$ cat src/eaa_pkg.sv
// Shared types, codes and the alpha blend function for the ellipse alpha accumulator.
// No dependencies.
package eaa_pkg;

    // pixel engine operations
    localparam logic [1:0] PX_NONE = 2'd0;
    localparam logic [1:0] PX_CLR  = 2'd1;
    localparam logic [1:0] PX_DARK = 2'd2;
    localparam logic [1:0] PX_PEEK = 2'd3;

    // commands
    localparam logic [1:0] CMD_CLEAR = 2'd0;
    localparam logic [1:0] CMD_FILL  = 2'd1;
    localparam logic [1:0] CMD_READ  = 2'd2;

    // configuration register indexes
    localparam logic [1:0] CFG_WIDTH  = 2'd0;
    localparam logic [1:0] CFG_HEIGHT = 2'd1;
    localparam logic [1:0] CFG_STEP   = 2'd2;

    localparam int unsigned SPAN_W = 16;  // signed span limit / delta

    typedef struct packed {
        logic       vld;
        logic [1:0] op;
    } t_px_ctl;

    // a += ((step >> (a >> 4)) * (255 - a)) >> 8, clamped to 255
    function automatic logic [7:0] f_blend(input logic [7:0] a, input logic [9:0] step);
        logic [9:0]  d;
        logic [17:0] m;
        logic [10:0] n;
        d = step >> a[7:4];
        m = 18'(d) * 18'(8'd255 - a);
        n = 11'(a) + 11'(m[17:8]);
        return (n > 11'd255) ? 8'd255 : n[7:0];
    endfunction

endpackage

$ cat src/eaa_span.sv
// Span search unit: counts the row half span down until the point lies inside the ellipse.
// Depends on eaa_pkg.
module eaa_span
    import eaa_pkg::*;
(
    input  logic                     i_clk,
    input  logic                     i_rst_n,
    input  logic                     i_start,
    input  logic signed [SPAN_W-1:0] i_lim,
    input  logic [6:0]               i_y,
    input  logic [13:0]              i_sw,
    input  logic [13:0]              i_sh,
    input  logic [27:0]              i_prod,
    output logic                     o_done,
    output logic signed [SPAN_W-1:0] o_lim
);
    localparam logic [2:0] SP_IDLE = 3'd0;
    localparam logic [2:0] SP_YY   = 3'd1;
    localparam logic [2:0] SP_ROWT = 3'd2;
    localparam logic [2:0] SP_CHK  = 3'd3;
    localparam logic [2:0] SP_MUL  = 3'd4;
    localparam logic [2:0] SP_CMP  = 3'd5;

    logic [2:0]               r_st;
    logic signed [SPAN_W-1:0] r_lim;
    logic [6:0]               r_y;
    logic [13:0]              r_yy;
    logic [27:0]              r_rowt;
    logic [29:0]              r_sq;
    logic [43:0]              r_lhs;
    logic                     r_done;

    always_ff @(posedge i_clk) begin
        if (!i_rst_n) begin
            r_st   <= SP_IDLE;
            r_done <= 1'b0;
        end else begin
            r_done <= 1'b0;
            case (r_st)
                SP_IDLE: begin
                    if (i_start) begin
                        r_lim <= i_lim;
                        r_y   <= i_y;
                        r_st  <= SP_YY;
                    end
                end
                SP_YY: begin
                    r_yy <= 14'(r_y) * 14'(r_y);
                    r_st <= SP_ROWT;
                end
                SP_ROWT: begin
                    r_rowt <= 28'(r_yy) * 28'(i_sw);
                    r_st   <= SP_CHK;
                end
                SP_CHK: begin
                    // non-positive candidate is taken as it is
                    if (r_lim <= 0) begin
                        r_done <= 1'b1;
                        r_st   <= SP_IDLE;
                    end else begin
                        r_sq <= 30'(r_lim[14:0]) * 30'(r_lim[14:0]);
                        r_st <= SP_MUL;
                    end
                end
                SP_MUL: begin
                    r_lhs <= 44'(r_sq) * 44'(i_sh);
                    r_st  <= SP_CMP;
                end
                SP_CMP: begin
                    if ((45'(r_lhs) + 45'(r_rowt)) <= 45'(i_prod)) begin
                        r_done <= 1'b1;
                        r_st   <= SP_IDLE;
                    end else begin
                        r_lim <= r_lim - SPAN_W'(1);
                        r_st  <= SP_CHK;
                    end
                end
                default: begin
                    r_st <= SP_IDLE;
                end
            endcase
        end
    end

    assign o_done = r_done;
    assign o_lim  = r_lim;
endmodule

$ cat config.mk
export PLATFORM = sky130hd
export DESIGN_NAME = eaa_span
export DESIGN_NICKNAME = d
export VERILOG_FILES = /design/src/eaa_pkg.sv /design/src/eaa_span.sv
export SDC_FILE = /design/constraint.sdc
export NUM_CORES = 2
export LEC_CHECK = 0
export BUFFER_PORTS_ARGS = -buffer_cell sky130_fd_sc_hd__buf_4
export CAP_MARGIN = 40
export CORE_MARGIN = 8
export CORE_UTILIZATION = 40
export DETAILED_ROUTE_END_ITERATION = 8
export PLACE_DENSITY = 0.66
export SLEW_MARGIN = 5
export SYNTH_ARGS = -nofsm -noshare
export SYNTH_HDL_FRONTEND = slang
export SYNTH_SLANG_ARGS = --single-unit
$ cat constraint.sdc
create_clock -name i_clk -period 19.75 [get_ports i_clk]
set_input_delay 0.9875 -clock i_clk [delete_from_list [all_inputs] [get_ports i_clk]]
set_output_delay 0.9875 -clock i_clk [all_outputs]
set_load 0.005 [all_outputs]
---- After elaboration in Yosys (flattened, before gate mapping) ----
Cells that the tools add are included.
word-level totals
  input port bits ......................... 82
  word-level logic and storage cells ...... 42
  output and inout port bits .............. 17
  bits in registers ....................... 143
cells by class
  multipliers ............................. 4
  reductions and logical operators ........ 8
  bitwise gates (word level) .............. 1
  magnitude comparators ................... 2
  equal/unequal tests ..................... 7
  mux-type cells .......................... 10
  add/subtract/negate cells ............... 2
operators by type and width
  cell                   number
  $add 44x28->45         1
  $le 45x28->1           1
  $mul 30x14->44         1
  $mux 16                2
  $pmux 16 s2            1
  $mul 15x15->30         1
  $mul 14x14->28         1
  $pmux 3 s6             1
  $le 16x1->1 const B    1
  $sub 16x2->16 const B  1
  $mul 7x7->14           1
  $eq 3x2->1 const B     2
  $eq 3x3->1 const B     2
  $mux 3                 2
  $reduce_and 2->1       3
  $reduce_and 3->1       2
  $ne 2x2->1 const B     2
  $reduce_and 4->1       1
  $eq 3x1->1 const B     1
  $logic_not 3->1        1
  $mux 1                 2
  $mux 2                 1
  $pmux 1 s2             1
  $reduce_bool 2->1      1
  $not 1->1              1

---- Logic depth before layout (Yosys ltp) ----
  depth after elaboration ................. 4
  depth in mapped cells ................... 27
  depth with buffers taken out ............ 25

---- Least setup slack after synthesis ----
OpenSTA, ideal clock, no wires.
  path type ............................... in2reg
  start point ............................. input i_sh[5]
  end point ............................... register r_lhs[40] (data pin)
  library setup time ...................... 264 ps
  stages .................................. 23
  path buffers ............................ 2
  slack ................................... 12855 ps
  data required time ...................... 19486 ps
  arrival time ............................ 6631 ps
  path through ............................ clkbuf_1 > clkbuf_1 > nand2_1 > fa_1 > fa_1 > fa_1 > inv_1 > fa_1 > fa_1 > inv_1 > fa_1 > inv_1 > ha_1 > a21o_1 > a21o_1 > a21oi_1 > nor2b_1 > nor2_1 > o21ai_0 > a21o_1 > and2_1 > a221oi_1 > xnor2_1
between the ends
  word-level cells in the longest chain between the ends .. 1
RTL lines
  item                  line            RTL
  from (decl)           eaa_span.sv:12  input logic [13:0] i_sh,
  $mul 30x14->44        eaa_span.sv:66  r_lhs <= 44'(r_sq) * 44'(i_sh);
  to (signal assigned)  eaa_span.sv:66
  to (decl)             eaa_span.sv:30  logic [43:0] r_lhs;
Every way passes these cells.
A chain may end at the register's enable or synchronous reset.

---- Worst setup path in the final report ----
  start point ............................. register r_sq[9]
  end point ............................... register r_lhs[37] (data pin)
between the ends
  word-level cells in the longest chain between the ends .. 1
RTL lines
  item                    line            RTL
  from (decl)             eaa_span.sv:29  logic [29:0] r_sq;
  from (signal assigned)  eaa_span.sv:61  r_sq <= 30'(r_lim[14:0]) * 30'(r_lim[14:0]);
  $mul 30x14->44          eaa_span.sv:66
Every way passes these cells.

==> flow_summary.yaml <==
status:
  status: "finished clean"
critical_path:
  cp_max_fo: 14
  required_ns: 19.94
  start_kind: "register"
  r2r_slack_ns: 12.79
  end_kind: "register"
  ff2ff_path_depth: 22
  rr_startpoint: "r_sq[9]"
  crit_type: "register to register"
  crit_arrival_ns: 7.15
  reg2reg_to: "r_lhs[37]"
global_route:
  grt_overflow: 0
  grt_pass1_wl_um: 132000
  grt_use_total: 0.173
  first_global_vias: 25939
  grt_max_degree: 45
  antenna_found_initial: 1
power:
  power_density_mw_per_mm2: 181
  p_leak_nw: 17.8
  peakVddDrop_mv: 0.260
final_layout:
  instances_no_fill: 4721
  antenna_cells: 0
  nNetsFinal: 4694
  drive_above_1_share: 0.0478
  n_fill_cell: 8115
  final_common_cell: "inv_1"
  syn_to_final_growth_pct: 6.90
  mostFrequentLayoutCells: "750 x inv_1, 613 x fa_1, 435 x nand2_1"
logic_synthesis:
  synth_area_mm2: 0.0337
  ys_seq_elements: 141
  yosysWarningCount: 0
  yosysTopAreaCell: "fa_1"
  synthTopCellsByArea: "fa_1 36%, ha_1 14%, edfxtp_1 12%, inv_1 8.4%, and2_1 6.8%"
  synth_top_area_share: 0.364
  async_flop_share: 0
  syn_avg_cell_area_um2: 9.30
  syn-instance-count: 3622
  ys_types: 72
  ys_seq_area_frac: 0.125
  synth_ff_type: "edfxtp_1"
  synth_edf_count: 137
die:
  ios: 99
  core_mm2: 0.0836
  dieArea_mm2: 0.0937
  row_count: 106
  die_w_um: 306
  start_util: 0.403
  die_h_um: 306
sta:
  period_share: 0.353
  slew_violations: 0
  setup_tns_ns: 0
  skew_ns: 0.0110
  relSlewSlack: 0.408
  timing.hold.ws_ns: 0.565
  setup_viol_count_final: 0
  fin_crit_ns: 6.96
  timing.fmax_mhz: 144
  rsz0062_at_grt: "false"
  hold_violations: 0
  worst_slew_pin_slew_ns: 0.889
routing:
  remaining_drc_errors: 0
  drt-total-wl_um: 78100
  drtIter0Drc: 1228
  wl_per_cell_um: 16.5
  drt_first_pass_iters: 6
  vias_per_cell: 5.07
  vias: 23941
  postRouteAntennaNets: 0
clock_tree:
  post_cts_resized: 0
  numCtsBuffers: 17
  postCtsSetupBuffers: 0
  cts_tree: "yes"
  cts_sinks: 141
  hold_buffers: 0
  cts_root_buf: "clkbuf_16"
  clk_pin_slew_worst_paths_ns: 0.06
  h-tree-depth: 4
  clock_latency_ns: 0.45
  cts_buffer_depth: 2
hold_path:
  hold_class: "register to register"
  hold_path_depth: 1
  hp-start: "r_st[2]"
  whs_endpoint: "r_st[1]"
placed_design:
  dp_hpwl_um: 63200
  dp.cells: 4689
  portBuffers: 98
  gp_congestion: 0.857
job:
  cap_violations: 0
[worst max-delay path, stage by stage (launching register included)]
cell and delay, ns:
edfxtp_1 0.88, nand2_1 0.18, fa_1 0.53, fa_1 0.51
inv_1 0.05, fa_1 0.56, fa_1 0.43, fa_1 0.49
inv_1 0.05, fa_1 0.47, inv_1 0.04, ha_1 0.34
a21o_1 0.18, a21o_1 0.17, a21o_1 0.19, a211oi_1 0.26
o31ai_1 0.17, a21oi_1 0.40, nand4_1 0.18, a31oi_1 0.25
o21ai_1 0.08, a21oi_1 0.18, xnor2_1 0.09
[worst max path at each step]
stage / depth (start not counted) / slack, ns / endpoint / start
finish: 22 / 12.79 / r_lhs[37] / r_sq[9]
global route: 24 / 12.30 / r_lhs[37] / r_sq[7]
CTS: 22 / 12.78 / r_lhs[37] / r_sq[9]
detailed placement: 24 / 12.44 / r_lhs[37] / i_sh[2]
global placement: 23 / 12.49 / r_lhs[37] / i_sh[5]
floorplan: 23 / 12.86 / r_lhs[40] / i_sh[5]
[state kept, by name, summed over array words and instances, names as in the netlist]
name,cells
o_done,1
r_y,7
r_st,3
r_sq,29
o_lim,16
r_lhs,44
r_rowt,28
r_yy,13
[metrics by stage]
step                 util  cell area, um^2  power [mW]  setup WS (ns)
floorplan               -            33700        4.98          12.86
global placement    0.424            35400        6.17          12.49
detailed placement  0.424            35400        6.24          12.44
CTS                 0.431            36000        6.60          12.78
global route        0.431            36000        7.33          12.30
finish              0.431            36000        6.52          12.79
[final cells by class]
type	instances	area (um^2)	area share
well taps	1080	1350	0.0375
inverters	752	2820	0.0784
repair buffers	115	867	0.0241
flip-flops and latches	141	4190	0.117
clock buffers	17	425	0.0118
clock inverters	15	141	0.00393
multi-input cells	2601	26200	0.728
[cells by family (layout without fill, tap and decap cells)]
family          count (synthesis)  in the layout  synth area share
fa+ha+maj                     984            984             0.502
mux                             4              4           0.00126
compound gates                386            386            0.0749
xor+xnor                      152            152            0.0398
flops                         141            141             0.125
other cells                     2             14          0.000223
simple gates                 1061           1061             0.157
buf+inv                       892            899            0.0997
[Yosys cell counts, drive strengths merged, types with 33 or more instances]
master / n
inv: 751
fa: 613
nand2: 435
ha: 371
and2: 368
clkbuf: 139
edfxtp: 137
a21oi: 119
xnor2: 113
nor2: 94
o21ai: 74
a21o: 61
xor2: 39
nand3: 33
[routing by layer]
layer / global-route usage / vias to the layer above / part of all wire
li1: - / 11194 / -
met1: 0.209 / 12133 / 0.41
met2: 0.320 / 485 / 0.53
met3: 0.0221 / 129 / 0.039
met4: 0.0485 / 0 / 0.026
met5: 0 / - / 0
[where the power goes]
part,internal [mW],total (mW),switching (mW)
Sequential,0.658,0.700,0.0419
Combinational,2.43,5.50,3.07
Clock,0.175,0.314,0.140
Total,3.27,6.52,3.25
Power figures use the tool's default switching activity.
